**src/hw/rtl/bbd_pkg.sv**
```systemverilog
// ----------------------------------------------------------------------------
// bbd_pkg
// Shared widths, operation and status codes for the bounded byte deque.
// ----------------------------------------------------------------------------
package bbd_pkg;

  // default ring capacity
  localparam int CAPACITY = 16;

  // fixed payload widths
  localparam int OP_W     = 3;
  localparam int DATA_W   = 8;
  localparam int POS_W    = 5;
  localparam int STATUS_W = 2;
  localparam int COUNT_W  = 5;

  // operation codes
  localparam logic [OP_W-1:0] OP_PUSH_FRONT = 3'd0;
  localparam logic [OP_W-1:0] OP_PUSH_BACK  = 3'd1;
  localparam logic [OP_W-1:0] OP_POP_FRONT  = 3'd2;
  localparam logic [OP_W-1:0] OP_POP_BACK   = 3'd3;
  localparam logic [OP_W-1:0] OP_READ       = 3'd4;
  localparam logic [OP_W-1:0] OP_CLEAR      = 3'd5;

  // status codes
  localparam logic [STATUS_W-1:0] ST_OK     = 2'd0;
  localparam logic [STATUS_W-1:0] ST_EMPTY  = 2'd1;
  localparam logic [STATUS_W-1:0] ST_BEYOND = 2'd2;
  localparam logic [STATUS_W-1:0] ST_FULL   = 2'd3;

  // request held while the memory read completes
  typedef struct packed {
    logic [OP_W-1:0]     op;
    logic [STATUS_W-1:0] status;
  } pend_t;

endpackage

```
**src/hw/rtl/bbd_if.sv**
```systemverilog
// ----------------------------------------------------------------------------
// bbd_if
// Request and response channels of the bounded byte deque.
// ----------------------------------------------------------------------------
interface bbd_req_if;
  logic                          valid;
  logic                          ready;
  logic [bbd_pkg::OP_W-1:0]      op;
  logic [bbd_pkg::DATA_W-1:0]    data_in;
  logic [bbd_pkg::POS_W-1:0]     position;

  modport source (output valid, op, data_in, position, input ready);
  modport sink   (input valid, op, data_in, position, output ready);
endinterface

interface bbd_rsp_if;
  logic                          valid;
  logic                          ready;
  logic [bbd_pkg::STATUS_W-1:0]  status;
  logic [bbd_pkg::DATA_W-1:0]    data_out;
  logic [bbd_pkg::COUNT_W-1:0]   count;
  logic [bbd_pkg::DATA_W-1:0]    last_value;
  logic                          last_valid;

  modport source (output valid, status, data_out, count, last_value, last_valid,
                  input ready);
  modport sink   (input valid, status, data_out, count, last_value, last_valid,
                  output ready);
endinterface

```
**src/hw/rtl/bbd_ram.sv**
```systemverilog
// ----------------------------------------------------------------------------
// bbd_ram
// Generic single-write, single-read RAM with registered read data.
// ----------------------------------------------------------------------------
module bbd_ram #(
  parameter int WIDTH = 8,
  parameter int DEPTH = 16
) (
  input  logic                     clk,
  input  logic                     we,
  input  logic [$clog2(DEPTH)-1:0] waddr,
  input  logic [WIDTH-1:0]         wdata,
  input  logic                     re,
  input  logic [$clog2(DEPTH)-1:0] raddr,
  output logic [WIDTH-1:0]         rdata
);

  logic [WIDTH-1:0] mem [DEPTH];

  // write port
  always_ff @(posedge clk) begin
    if (we) begin
      mem[waddr] <= wdata;
    end
  end

  // registered read, holds when not enabled
  always_ff @(posedge clk) begin
    if (re) begin
      rdata <= mem[raddr];
    end
  end

endmodule

```
**src/hw/rtl/bounded_byte_deque.sv**
```systemverilog
// ----------------------------------------------------------------------------
// bounded_byte_deque
// Fixed-capacity byte deque kept in a ring buffer with a head index and count.
// ----------------------------------------------------------------------------
//  channel  dir  payload                                         transfer
//  req      in   op, data_in, position                           valid & ready
//  rsp      out  status, data_out, count, last_value, last_valid valid & ready
//
//  A request is accepted in S_IDLE, where the ring read is issued; in S_RESP
//  the registered read data of the element memory goes into the response
//  register once rsp is free.
//  Reset (rst, synchronous) empties the deque; memory contents are not cleared.
//  A new request is taken while a response still waits on rsp; a stalled
//  response holds the block in its response state until rsp frees up.
module bounded_byte_deque #(
  parameter int CAPACITY = bbd_pkg::CAPACITY
) (
  input  logic           clk,
  input  logic           rst,
  bbd_req_if.sink        req,
  bbd_rsp_if.source      rsp
);

  localparam int IW = $clog2(CAPACITY);
  localparam int CW = $clog2(CAPACITY + 1);
  localparam int MW = (CW > bbd_pkg::POS_W) ? CW : bbd_pkg::POS_W;
  localparam int SW = IW + 1;
  localparam logic [SW-1:0] CAP_S = SW'(CAPACITY);
  localparam logic [CW-1:0] CAP_C = CW'(CAPACITY);
  localparam logic [IW-1:0] LAST_IDX = IW'(CAPACITY - 1);

  localparam logic S_IDLE = 1'b0;
  localparam logic S_RESP = 1'b1;

  // ring index add with one wrap
  function automatic logic [IW-1:0] ring_add(input logic [IW-1:0] base,
                                             input logic [IW-1:0] off);
    logic [SW-1:0] sum;
    sum = {1'b0, base} + {1'b0, off};
    if (sum >= CAP_S) begin
      sum = sum - CAP_S;
    end
    return sum[IW-1:0];
  endfunction

  logic                         state;
  logic [IW-1:0]                head;
  logic [CW-1:0]                count;
  logic [bbd_pkg::DATA_W-1:0]   tail;
  bbd_pkg::pend_t               pend;

  logic [IW-1:0]                head_next;
  logic [CW-1:0]                count_next;
  logic [bbd_pkg::DATA_W-1:0]   tail_next;
  logic [bbd_pkg::STATUS_W-1:0] status_c;
  logic                         wr_en;
  logic [IW-1:0]                wr_addr;
  logic [IW-1:0]                addr_a;
  logic [IW-1:0]                addr_b;
  logic [bbd_pkg::DATA_W-1:0]   rd_a;
  logic [bbd_pkg::DATA_W-1:0]   rd_b;
  logic                         accept;
  logic                         load;
  logic                         full;
  logic                         empty;
  logic [bbd_pkg::POS_W-1:0]    off;
  logic [MW-1:0]                cnt_ext;
  logic [CW-1:0]                cnt_m1;
  logic [CW-1:0]                cnt_m2;

  assign req.ready = (state == S_IDLE);
  assign accept    = req.valid && req.ready;
  assign load      = (state == S_RESP) && (!rsp.valid || rsp.ready);
  assign full      = (count >= CAP_C);
  assign empty     = (count == '0);
  assign off       = (req.position <= bbd_pkg::POS_W'(1)) ? '0
                                                          : req.position - 1'b1;
  assign cnt_m1    = count - CW'(1);
  assign cnt_m2    = count - CW'(2);
  assign cnt_ext   = MW'(count);

  // decode request against current ring state
  always_comb begin
    head_next  = head;
    count_next = count;
    tail_next  = tail;
    status_c   = bbd_pkg::ST_OK;
    wr_en      = 1'b0;
    wr_addr    = ring_add(head, count[IW-1:0]);
    addr_a     = head;
    addr_b     = ring_add(head, cnt_m2[IW-1:0]);
    unique case (req.op)
      bbd_pkg::OP_PUSH_FRONT: begin
        if (full) begin
          status_c = bbd_pkg::ST_FULL;
        end else begin
          head_next  = (head == '0) ? LAST_IDX : head - IW'(1);
          wr_en      = 1'b1;
          wr_addr    = head_next;
          count_next = count + CW'(1);
          if (empty) begin
            tail_next = req.data_in;
          end
        end
      end
      bbd_pkg::OP_PUSH_BACK: begin
        if (full) begin
          status_c = bbd_pkg::ST_FULL;
        end else begin
          wr_en      = 1'b1;
          count_next = count + CW'(1);
          tail_next  = req.data_in;
        end
      end
      bbd_pkg::OP_POP_FRONT: begin
        if (empty) begin
          status_c = bbd_pkg::ST_EMPTY;
        end else begin
          head_next  = ring_add(head, IW'(1));
          count_next = cnt_m1;
        end
      end
      bbd_pkg::OP_POP_BACK: begin
        if (empty) begin
          status_c = bbd_pkg::ST_EMPTY;
        end else begin
          addr_a     = ring_add(head, cnt_m1[IW-1:0]);
          count_next = cnt_m1;
        end
      end
      bbd_pkg::OP_READ: begin
        addr_a = ring_add(head, IW'(off));
        if (empty) begin
          status_c = bbd_pkg::ST_EMPTY;
        end else if (MW'(off) >= cnt_ext) begin
          status_c = bbd_pkg::ST_BEYOND;
        end
      end
      bbd_pkg::OP_CLEAR: begin
        head_next  = '0;
        count_next = '0;
      end
      default: begin
      end
    endcase
  end

  // element store, mirrored so that popped byte and new tail read together
  bbd_ram #(
    .WIDTH (bbd_pkg::DATA_W),
    .DEPTH (CAPACITY)
  ) u_ram_a (
    .clk   (clk),
    .we    (accept && wr_en),
    .waddr (wr_addr),
    .wdata (req.data_in),
    .re    (accept),
    .raddr (addr_a),
    .rdata (rd_a)
  );

  bbd_ram #(
    .WIDTH (bbd_pkg::DATA_W),
    .DEPTH (CAPACITY)
  ) u_ram_b (
    .clk   (clk),
    .we    (accept && wr_en),
    .waddr (wr_addr),
    .wdata (req.data_in),
    .re    (accept),
    .raddr (addr_b),
    .rdata (rd_b)
  );

  // control state
  always_ff @(posedge clk) begin
    if (rst) begin
      state <= S_IDLE;
      head  <= '0;
      count <= '0;
    end else begin
      unique case (state)
        S_IDLE: begin
          if (accept) begin
            state <= S_RESP;
            head  <= head_next;
            count <= count_next;
          end
        end
        S_RESP: begin
          if (load) begin
            state <= S_IDLE;
          end
        end
        default: begin
          state <= S_IDLE;
        end
      endcase
    end
  end

  // pending request and tail byte
  always_ff @(posedge clk) begin
    if (accept) begin
      pend.op     <= req.op;
      pend.status <= status_c;
      tail        <= tail_next;
    end else if (load && pend.op == bbd_pkg::OP_POP_BACK &&
                 pend.status == bbd_pkg::ST_OK && count != '0) begin
      tail <= rd_b;
    end
  end

  // response valid
  always_ff @(posedge clk) begin
    if (rst) begin
      rsp.valid <= 1'b0;
    end else if (load) begin
      rsp.valid <= 1'b1;
    end else if (rsp.ready) begin
      rsp.valid <= 1'b0;
    end
  end

  // response payload
  always_ff @(posedge clk) begin
    if (load) begin
      rsp.status <= pend.status;
      rsp.count  <= cnt_ext[bbd_pkg::COUNT_W-1:0];
      rsp.last_valid <= (count != '0);
      if (pend.status == bbd_pkg::ST_OK &&
          (pend.op == bbd_pkg::OP_POP_FRONT || pend.op == bbd_pkg::OP_POP_BACK ||
           pend.op == bbd_pkg::OP_READ)) begin
        rsp.data_out <= rd_a;
      end else begin
        rsp.data_out <= '0;
      end
      if (count == '0) begin
        rsp.last_value <= '0;
      end else if (pend.op == bbd_pkg::OP_POP_BACK && pend.status == bbd_pkg::ST_OK) begin
        rsp.last_value <= rd_b;
      end else begin
        rsp.last_value <= tail;
      end
    end
  end

  // count stays within capacity
  assert property (@(posedge clk) disable iff (rst) count <= CAP_C)
    else $error("element count above capacity");

  // head index stays inside the ring
  assert property (@(posedge clk) disable iff (rst) {1'b0, head} < CAP_S)
    else $error("head index outside ring");

  // a refused or failed request never returns data
  assert property (@(posedge clk) disable iff (rst)
    rsp.valid && rsp.status != bbd_pkg::ST_OK |-> rsp.data_out == '0)
    else $error("data on non-ok response");

  // an accepted push into a non-full deque grows it by one
  assert property (@(posedge clk) disable iff (rst)
    accept && !full &&
    (req.op == bbd_pkg::OP_PUSH_FRONT || req.op == bbd_pkg::OP_PUSH_BACK)
    |=> count == $past(count) + CW'(1))
    else $error("push did not grow count");

endmodule

```
**src/flat_wrapper.sv**
```systemverilog
// flat-port wrapper written by rule: the top's interface ports become plain ports
module bounded_byte_deque_flat 
#(
  parameter int CAPACITY = bbd_pkg::CAPACITY
)
  (clk, rst, req_valid, req_op, req_data_in, req_position, req_ready, rsp_valid, rsp_status, rsp_data_out, rsp_count, rsp_last_value, rsp_last_valid, rsp_ready);
  bbd_req_if req_i ();
  bbd_rsp_if rsp_i ();
  input  logic clk;
  input  logic rst;
  input wire logic [$bits(req_i.valid)-1:0] req_valid;
  input wire logic [$bits(req_i.op)-1:0] req_op;
  input wire logic [$bits(req_i.data_in)-1:0] req_data_in;
  input wire logic [$bits(req_i.position)-1:0] req_position;
  output wire logic [$bits(req_i.ready)-1:0] req_ready;
  output wire logic [$bits(rsp_i.valid)-1:0] rsp_valid;
  output wire logic [$bits(rsp_i.status)-1:0] rsp_status;
  output wire logic [$bits(rsp_i.data_out)-1:0] rsp_data_out;
  output wire logic [$bits(rsp_i.count)-1:0] rsp_count;
  output wire logic [$bits(rsp_i.last_value)-1:0] rsp_last_value;
  output wire logic [$bits(rsp_i.last_valid)-1:0] rsp_last_valid;
  input wire logic [$bits(rsp_i.ready)-1:0] rsp_ready;
  assign req_i.valid = req_valid;
  assign req_i.op = req_op;
  assign req_i.data_in = req_data_in;
  assign req_i.position = req_position;
  assign req_ready = req_i.ready;
  assign rsp_valid = rsp_i.valid;
  assign rsp_status = rsp_i.status;
  assign rsp_data_out = rsp_i.data_out;
  assign rsp_count = rsp_i.count;
  assign rsp_last_value = rsp_i.last_value;
  assign rsp_last_valid = rsp_i.last_valid;
  assign rsp_i.ready = rsp_ready;
  bounded_byte_deque #(.CAPACITY(CAPACITY)) u_core (.clk(clk), .rst(rst), .req(req_i), .rsp(rsp_i));
endmodule
```
**config.mk**
```make
export PLATFORM = sky130hd
export DESIGN_NAME = bounded_byte_deque_flat
export DESIGN_NICKNAME = d
export VERILOG_FILES = /design/src/hw/rtl/bbd_pkg.sv /design/src/hw/rtl/bbd_if.sv /design/src/hw/rtl/bbd_ram.sv /design/src/hw/rtl/bounded_byte_deque.sv /design/src/flat_wrapper.sv
export SDC_FILE = /design/constraint.sdc
export NUM_CORES = 1
export LEC_CHECK = 0
export BUFFER_PORTS_ARGS = -buffer_cell sky130_fd_sc_hd__buf_2
export CORE_ASPECT_RATIO = 1.4
export CORE_MARGIN = 3
export CORE_UTILIZATION = 40
export CTS_CLUSTER_SIZE = 10
export DETAILED_ROUTE_END_ITERATION = 7
export PLACE_DENSITY = 0.65
export SLEW_MARGIN = 20
export SYNTH_ARGS = -nofsm -noshare
export SYNTH_HDL_FRONTEND = slang
export SYNTH_HIERARCHICAL = 1
export SYNTH_SLANG_ARGS = --single-unit
```
**constraint.sdc**
```tcl
create_clock -name clk -period 6.4 [get_ports clk]
set_input_delay 0.32 -clock clk [delete_from_list [all_inputs] [get_ports clk]]
set_output_delay 0.32 -clock clk [all_outputs]
set_load 0.1 [all_outputs]
```
==> results of run 1 <==
## metal layers
metal / part of all wire (%) / up-vias / GRT usage, % / routed length [um]
met5: 0 / - / 0 / 0
met2: 52 / 189 / 27.4 / 14600
met1: 41 / 3686 / 19.0 / 11500
met3: 3.9 / 63 / 2.35 / 1100
met4: 3.2 / 0 / 6.39 / 884
li1: - / 3278 / - / -
## cell usage in the layout, fill, tap and decap left out, types with 12 or more instances in the layout
cell type,count
mux2i_1,12
clkbuf_16,39
inv_1,22
mux4_2,36
nor2_1,52
a22oi_1,32
ha_1,27
nand2_1,59
mux4_1,28
clkbuf_1,14
edfxtp_1,309
o21ai_0,18
a21oi_1,28
buf_2,45
buf_4,14
## worst max-delay path, cell delays in order (launching register included)
cell and delay [ns]:
dfxtp_1 0.47, inv_1 0.22, ha_1 0.25, nor4b_4 0.13, buf_4 0.23, nand3_1 0.09, o21ai_0 0.08, a222oi_1 0.28
clkinv_1 0.73, buf_4 0.51, mux4_1 0.48, a22oi_1 0.28, nand2_1 0.10
## kinds of logic after synthesis
group           count (synthesis)  share of synthesized area, %
simple gates                  190                          6.82
mux                            78                          12.3
flops                         320                          69.1
compound gates                103                          5.07
fa+ha+maj                      31                          3.04
buf+inv                        57                          2.62
xor+xnor                       16                          1.02
## layout make-up
type                            instances  share of cell area [%]
Clock inverter                          5                   0.444
Timing Repair Buffer                   60                    2.31
Inverter                               25                   0.605
Sequential cell                       320                    61.3
Multi-Input combinational cell        418                    25.2
Clock buffer                           53                    6.63
Tap cell                              445                    3.59
## worst paths after layout
check	end	slack (ns)	cells past startpoint
max	u_core/u_ram_a/rdata[3]	2.26	12
min	u_core/rsp.valid	0.08	3
max reg2reg	u_core/u_ram_a/rdata[3]	2.26	12
min reg2reg	u_core/rsp.status[1]	0.48	0
## power breakdown
part | total (mW) | internal, mW | switching [mW]
clock network | 1.94 | 1.15 | 0.786
registers | 2.39 | 2.36 | 0.0239
logic | 0.540 | 0.186 | 0.354
## registers in the layout, summed over array words and instances, names as in the netlist
register	cells
u_core/cnt_ext	5
u_core/head	4
u_core/pend	5
u_core/rsp.count	5
u_core/rsp.data_out	8
u_core/rsp.last_valid	1
u_core/rsp.last_value	8
u_core/rsp.status	2
u_core/rsp.valid	1
u_core/state	1
u_core/tail	8
u_core/u_ram_a/mem	128
u_core/u_ram_a/rdata	8
u_core/u_ram_b/mem	128
u_core/u_ram_b/rdata	8
## through the flow
stage	worst slack [ns]	instance area, um2	power [mW]	hold WS [ns]	instances
finish	2.26	15500	4.87	0.0784	1326
global route	1.80	15500	5.04	0.0860	1326
CTS	2.21	15500	4.92	0.0519	1326
detailed placement	2.05	14400	2.97	0.469	1268
global placement	2.12	14400	2.96	0.471	1267
floorplan	3.26	13700	2.83	0.399	795
==> metrics, run 1 <==
Tcrit/Tclk final=64.7%; gr ovfl total=0; largest net degree at the start of global routing=34; drt first pass iters=6; register area=9500 um2; Final Max Tran Viols=0; clock-pin slew on the worst setup and hold paths=0.05 ns; clock root cell=clkbuf_16; HP Class=primary input to flip-flop; post-CTS sizing=0; achievable frequency=242 MHz; Synth Cell Area=13700 um2; Async SR Flop Fraction=0%; core box area=33600 um2; CP Capture Type=flip-flop; RSZ-0062 raised after global routing=no; area delta synth->final=12.9%; Seq cells post-synth=320; Yosys top cell area share=67.5%; First DRT Iteration DRCs=579; Tot GR Track Use=15.5%; fraction of layout cells with a size suffix above 1=18.0%; Core Util, Final=46.1%; Routed wire per std cell=21.2 um; n_diodes=0; hold buffers post-CTS=0; Avg Vias per Cell=5.44; Boundary Pins=46; crit path launch type=flip-flop; Antenna Nets Post-Route=0; Worst Min Path Start=rsp_ready; full die area=36600 um2; Seq/Total Area, Yosys=69.1%; first-pass GRT wire length=43.4 mm; CTS buffer count=38; Post-CTS Setup Bufs=0; r2r startpoint=u_core/cnt_ext[1]; number of fill cells in the layout=2833; count of buffers from port buffering=45; Max VDD drop=175 uV; Post-synth EDFFs=309; Leak=5.24 nW; Crit path required time=6.67 ns; kind of critical path=flip-flop to flip-flop; Mapped Nets=846; Post-synth top flop=edfxtp_1; arrival time at the worst endpoint=4.41 ns; FP Rows=79; Placer Congestion=0.868; Clock Sinks=320; most frequent cell after synthesis=edfxtp_1; Residual DRC=0; CP startpoint=u_core/cnt_ext[1]; Hold Fails Final Rpt=0; peak fanout along the critical path=17; Vias=7216; Netlist cell types=60; Worst-Skew Late Latency=0.54 ns; outcome=finished, final reports clean; relative slew slack=27.5%; clk buf depth=3; synthesized instance count=795; clk_skew=0.0349 ns; Final setup viols=0; vias in the first global route=7308; largest cells by area after synthesis=edfxtp_1 68%, mux4_2 5.9%, mux4_1 5.4%; Die Ht=225 um; TritonCTS clock tree=yes; final WL=28.1 mm; max-cap viol count=0; Post-synth top cells=309 x edfxtp_1, 59 x nand2_1, 52 x nor2_1; area leader, netlist=edfxtp_1; Post-layout nets=914; initial antenna violation count=0; H-tree depth=2; DP Wirelength=18.0 mm; syn_area_per_cell=17.3 um2; Yosys warnings=6; Final Critical Period=4.14 ns; Worst-Margin Slew=1.08 ns; final setup TNS=0 ns; Chip Width=163 um; area of the multi-input gates=3900 um2; PwrDens=314 nW/um2; Starting Density=40.9%
Power figures use the tool's default switching activity.
==> run 2, diff against run 1 <==
Clock period 6.4 ns to 4 ns, I/O delays scaled along.
==> run 2 against run 1 <==
Against the previous run:
- largest cell class unchanged
- worst hold slack improved by 0.011 ns
- non-clock buffer count is 36 higher
- clock skew fell by 0.021 ns
- combinational power is 65% higher
- global-route usage is essentially flat
- final cell count is 2.1% higher
- setup slack got worse by 1.5 ns
- maximum frequency rose by 27%
==> metrics, run 2 (synthesis results as in run 1) <==
Residual DRC=0; n_diodes=0; CP Capture Type=flip-flop; Placer Congestion=0.868; fin cells=1354; Hold Fails Final Rpt=0; outcome=finished, final reports clean; area delta synth->final=14.7%; first-pass GRT wire length=43.2 mm; Pwr Total=7.66 mW; peak fanout along the critical path=8; Worst Min Path Start=req_op[0]; clock-pin slew on the worst setup and hold paths=0.06 ns; core box area=33600 um2; clk buf depth=3; r2r startpoint=u_core/cnt_ext[1]; Final setup viols=0; kind of critical path=flip-flop to flip-flop; slowest stage cell, crit path=dfxtp_1; gr ovfl total=0; Regs by FF count=u_core/u_ram_a/mem (128), u_core/u_ram_b/mem (128); Die Ht=225 um; fraction of layout cells with a size suffix above 1=20.8%; Worst-Margin Slew=1.06 ns; Final Max Tran Viols=0; Crit path required time=4.27 ns; Final Critical Period=3.26 ns; Post-layout nets=950; arrival time at the worst endpoint=3.54 ns; Clock Sinks=320; H-tree depth=2; HP Class=primary input to flip-flop; most frequent cells in the layout=309 x edfxtp_1, 59 x nand2_1, 52 x nor2_1; final setup TNS=0 ns; CTS buffer count=38; count of buffers from port buffering=45; slowest cell delay on critical path=0.45 ns; clock root cell=clkbuf_16; First DRT Iteration DRCs=507; DP Wirelength=18.3 mm; hold buffers post-CTS=3; vias in the first global route=7495; post-CTS sizing=0; Max VDD drop=313 uV; Routed wire per std cell=20.5 um; drt first pass iters=5; cell count after placement=1301; RSZ-0062 raised after global routing=no; Leak=5.41 nW; Antenna Nets Post-Route=0; PwrDens=486 nW/um2; TritonCTS clock tree=yes; CP startpoint=u_core/cnt_ext[1]; CP cell instances=inv_1 -> ha_1 -> inv_1 -> ha_1 -> a21o_1 -> a21oi_1 -> xnor2_1 -> a32oi_1 -> a2bb2oi_1 -> and2b_1 -> a22oi_1 -> nand2_1; Avg Vias per Cell=5.34; FP Rows=79; max-cap viol count=0; crit path launch type=flip-flop; Tcrit/Tclk final=81.6%; full die area=36600 um2; initial antenna violation count=0; Boundary Pins=46; clk_skew=0.0134 ns; final WL=27.8 mm; commonest non-fill, non-tap cell in the layout=edfxtp_1; Post-CTS Setup Bufs=0; Chip Width=163 um; largest net degree at the start of global routing=34; Starting Density=40.9%; relative slew slack=29.4%; Vias=7228; Worst-Skew Late Latency=0.53 ns; achievable frequency=306 MHz; CP delay by family, top=compound AO/OA/AOI/OAI gates; Worst Path Buf+Inv=2; Tot GR Track Use=15.5%
-- run 2: path summary, 6_finish.rpt --
check                                  to  slack (ns)  depth (start not counted)
hold reg to reg      u_core/rsp.status[0]        0.49                          0
setup / recovery  u_core/u_ram_a/rdata[7]        0.74                         12
hold / removal             u_core/pend[2]        0.09                          1
setup reg to reg  u_core/u_ram_a/rdata[7]        0.74                         12
-- run 2: cell type report --
cell class,count,area (um2)
fillers,2810,17900
flip-flops and latches,320,9500
multi-input cells,418,3890
clock buffers,45,998
repair buffers,96,666
well taps,445,557
inverters,25,93.8
clock inverters,5,46.3
-- run 2: metrics by stage --
| stage | area, um2 | worst slack, ns | hold WS (ns) | utilization, % |
|---|---|---|---|---|
| 6_report | 15800 | 0.736 | 0.0891 | 46.9 |
| 3_5_place_dp | 14700 | 0.704 | 0.482 | 43.7 |
| 5_1_grt | 15800 | 0.457 | 0.0932 | 46.9 |
| 3_3_place_gp | 14700 | 0.713 | 0.475 | 43.7 |
| 2_1_floorplan | 13700 | 0.857 | 0.279 | - |
| 4_1_cts | 15800 | 0.751 | 0.0659 | 46.9 |
-- run 2: where the power goes --
| group | internal, mW | switching [mW] | leakage (nW) |
|---|---|---|---|
| Combinational | 0.314 | 0.578 | 2.00 |
| Clock | 1.75 | 1.21 | 0.511 |
| Sequential | 3.78 | 0.0309 | 2.90 |
| Total | 5.84 | 1.82 | 5.41 |
-- run 2: worst reg2reg max path, cell delays in order, from the launching register on --
cell       delay [ns]
dfxtp_1          0.45
inv_1            0.22
ha_1             0.38
inv_1            0.09
ha_1             0.27
a21o_1           0.18
a21oi_1          0.17
xnor2_1          0.17
a32oi_1          0.13
a2bb2oi_1        0.31
and2b_1          0.32
a22oi_1          0.24
nand2_1          0.07
-- run 2: metal layers --
| metal | part of all wire [%] | vias to the layer above | global-route usage (%) |
|---|---|---|---|
| met5 | 0 | - | 0 |
| met4 | 3.9 | 0 | 7.02 |
| met3 | 4.3 | 56 | 2.59 |
| met2 | 52 | 203 | 27.7 |
| met1 | 39 | 3626 | 18.4 |
| li1 | - | 3343 | - |
==> run 3, diff against run 2 <==
Settings changed: PLACE_DENSITY 0.65 to 0.67.
Clock period 4 ns to 2.8 ns, I/O delays scaled along.
==> run 3 against run 2 <==
Against the previous run:
- the flow now finishes with violations (setup timing)
- critical path depth is the same
- power grew 46%
- sequential share of layout area shrank 2.8 points
- count of clock-buffer cells in the layout grew 2
- register-to-register slack lost 0.74 ns
- design area grew 4.8%
- die area is the same
- core utilization grew 2.3 points
- sequential power grew 43%
- wire length grew 8.5%
- setup slack lost 0.74 ns
- clock power grew 42%
- largest cell class unchanged
==> metrics, run 3 (synthesis results as in run 1) <==
Regs by FF count=u_core/u_ram_a/mem (128), u_core/u_ram_b/mem (128); register area=9500 um2; r2r startpoint=u_core/cnt_ext[1]; clk buf depth=3; n_diodes=0; count of buffers from port buffering=45; pre-CTS setup slack=-0.317 ns; drt first pass iters=4; Final Critical Period=2.80 ns; Crit path required time=3.06 ns; Pwr Total=11.2 mW; commonest non-fill, non-tap cell in the layout=edfxtp_1; number of fill cells in the layout=2777; Worst-Skew Late Latency=0.52 ns; Residual DRC=0; largest net degree at the start of global routing=34; Logic pwr share=13.7%; max-cap viol count=0; clock root cell=clkbuf_16; Tot GR Track Use=16.2%; Worst R2R Setup Slack=-0.0008 ns; Die Ht=225 um; Worst-Margin Slew=0.719 ns; relative slew slack=52.1%; Starting Density=40.9%; M1 GR Usage=18.8%; area of the multi-input gates=4080 um2; H-tree depth=2; Routed wire per std cell=21.2 um; Pint=8.45 mW; slowest stage cell, crit path=dfxtp_2; Sw Ratio=24.3%; Tcrit/Tclk final=100%; area delta synth->final=20.2%; Clock Power Share=37.6%; Hold Fails Final Rpt=0; Hold Path End=u_core/pend[3]; First DRT Iteration DRCs=499; switching power=2.71 mW; met3 usage=2.32%; CP Capture Type=flip-flop; peak fanout along the critical path=8; crit path launch type=flip-flop; Boundary Pins=46; HP Class=primary input to flip-flop; Antenna Nets Post-Route=0; achievable frequency=357 MHz; Clock Sinks=320; outcome=finished with violations; Final setup viols=1; full die area=36600 um2; Final Max Tran Viols=0; PwrDens=676 nW/um2; worst flop-to-flop path endpoint=u_core/u_ram_a/rdata[1]; Vias=7601; fraction of layout cells with a size suffix above 1=29.3%; CTS buffer count=38; Worst Min Path Start=req_op[1]; Avg Vias per Cell=5.35; FP Rows=79; Leak=5.78 nW; CP cell instances=inv_2 -> buf_4 -> ha_2 -> xor2_1 -> ha_1 -> a21oi_2 -> xnor2_2 -> a32oi_1 -> a2bb2oi_2 -> and2b_4 -> a22oi_2 -> nand2_1; Post-layout nets=1013; Chip Width=163 um; vias in the first global route=8000; GR peak layer=met2; initial antenna violation count=0; first-pass GRT wire length=45.0 mm; most frequent cells in the layout=309 x edfxtp_1, 93 x buf_4, 59 x nand2_1; Final WS setup=-0.000836 ns; R2R cell count=12; final WL=30.2 mm; Max VDD drop=397 uV; Reg power frac=48.7%; slowest cell delay on critical path=0.32 ns; clock-pin slew on the worst setup and hold paths=0.05 ns; Placer Congestion=0.892; core box area=33600 um2; failing checks=setup timing; worst hold stages=2; clk_skew=0.0174 ns; gr ovfl total=0; arrival time at the worst endpoint=3.06 ns; DP Wirelength=19.4 mm; kind of critical path=flip-flop to flip-flop; RSZ-0062 raised after global routing=yes; met2 usage=29.0%; TritonCTS clock tree=yes
-- run 3: final cells by class --
class | instances | share of cell area [%]
Clock buffer | 47 | 5.96
Tap cell | 445 | 3.37
Multi-Input combinational cell | 418 | 24.7
Clock inverter | 6 | 0.280
Sequential cell | 320 | 57.5
Timing Repair Buffer | 159 | 7.57
Inverter | 25 | 0.568
-- run 3: worst max-delay path by stage --
stage / start / to / slack, ns
floorplan: u_core/head[1] / u_core/u_ram_a/mem[12][0] / -0.11
global placement: req_position[0] / u_core/u_ram_a/rdata[3] / -0.29
detailed placement: req_position[0] / u_core/u_ram_a/rdata[0] / -0.32
CTS: u_core/cnt_ext[0] / u_core/u_ram_a/rdata[5] / -0.02
global route: u_core/cnt_ext[0] / u_core/u_ram_a/rdata[1] / -0.11
finish: u_core/cnt_ext[1] / u_core/u_ram_a/rdata[1] / -0.0008
-- run 3: stage by stage --
stage          utilization, %  instances  hold slack, ns  setup TNS, ns  instance area [um2]
5_1_grt                  49.1       1420          0.0282         -0.500                16500
3_5_place_dp             45.0       1354           0.443          -4.57                15100
6_report                 49.1       1420          0.0348      -0.000836                16500
4_1_cts                  48.4       1413          0.0114        -0.0332                16300
3_3_place_gp             45.0       1354           0.442          -4.78                15100
2_1_floorplan               -        795           0.219         -11.47                13800
-- run 3: critical path: cells and delay by family, from the launching register on --
family,cells,cell delay (ns)
XOR/XNOR,2,0.34
flip-flops,1,0.32
adder cells (fa/ha/maj),2,0.46
AND/OR/NAND/NOR,2,0.38
buffers and inverters,2,0.23
AO/OA/AOI/OAI,4,0.80
-- run 3: what timing repair did --
| item | 4_1_cts | 5_1_grt |
|---|---|---|
| pin swaps | 1 | 12 |
| setup endpoints to repair | 129 | 92 |
| cloned | 0 | 5 |
| hold buffers | 6 | 0 |
| gates resized for setup | 11 | 35 |
| hold endpoints to repair | 12 | 0 |
| setup buffers | 0 | 2 |
-- run 3: metal layers --
layer,vias up,routed length [um]
li1,3472,-
met1,3845,11900
met2,201,15800
met3,83,1120
met4,0,1340
met5,-,0
-- run 3: power groups by stage --
stage	registers, mW	logic, mW	clock network, mW
2_1_floorplan	5.71	0.775	0
4_1_cts	5.43	1.44	4.30
6_report	5.43	1.53	4.20
5_1_grt	5.44	1.64	4.50
3_5_place_dp	5.53	1.41	0
3_3_place_gp	5.53	1.39	0
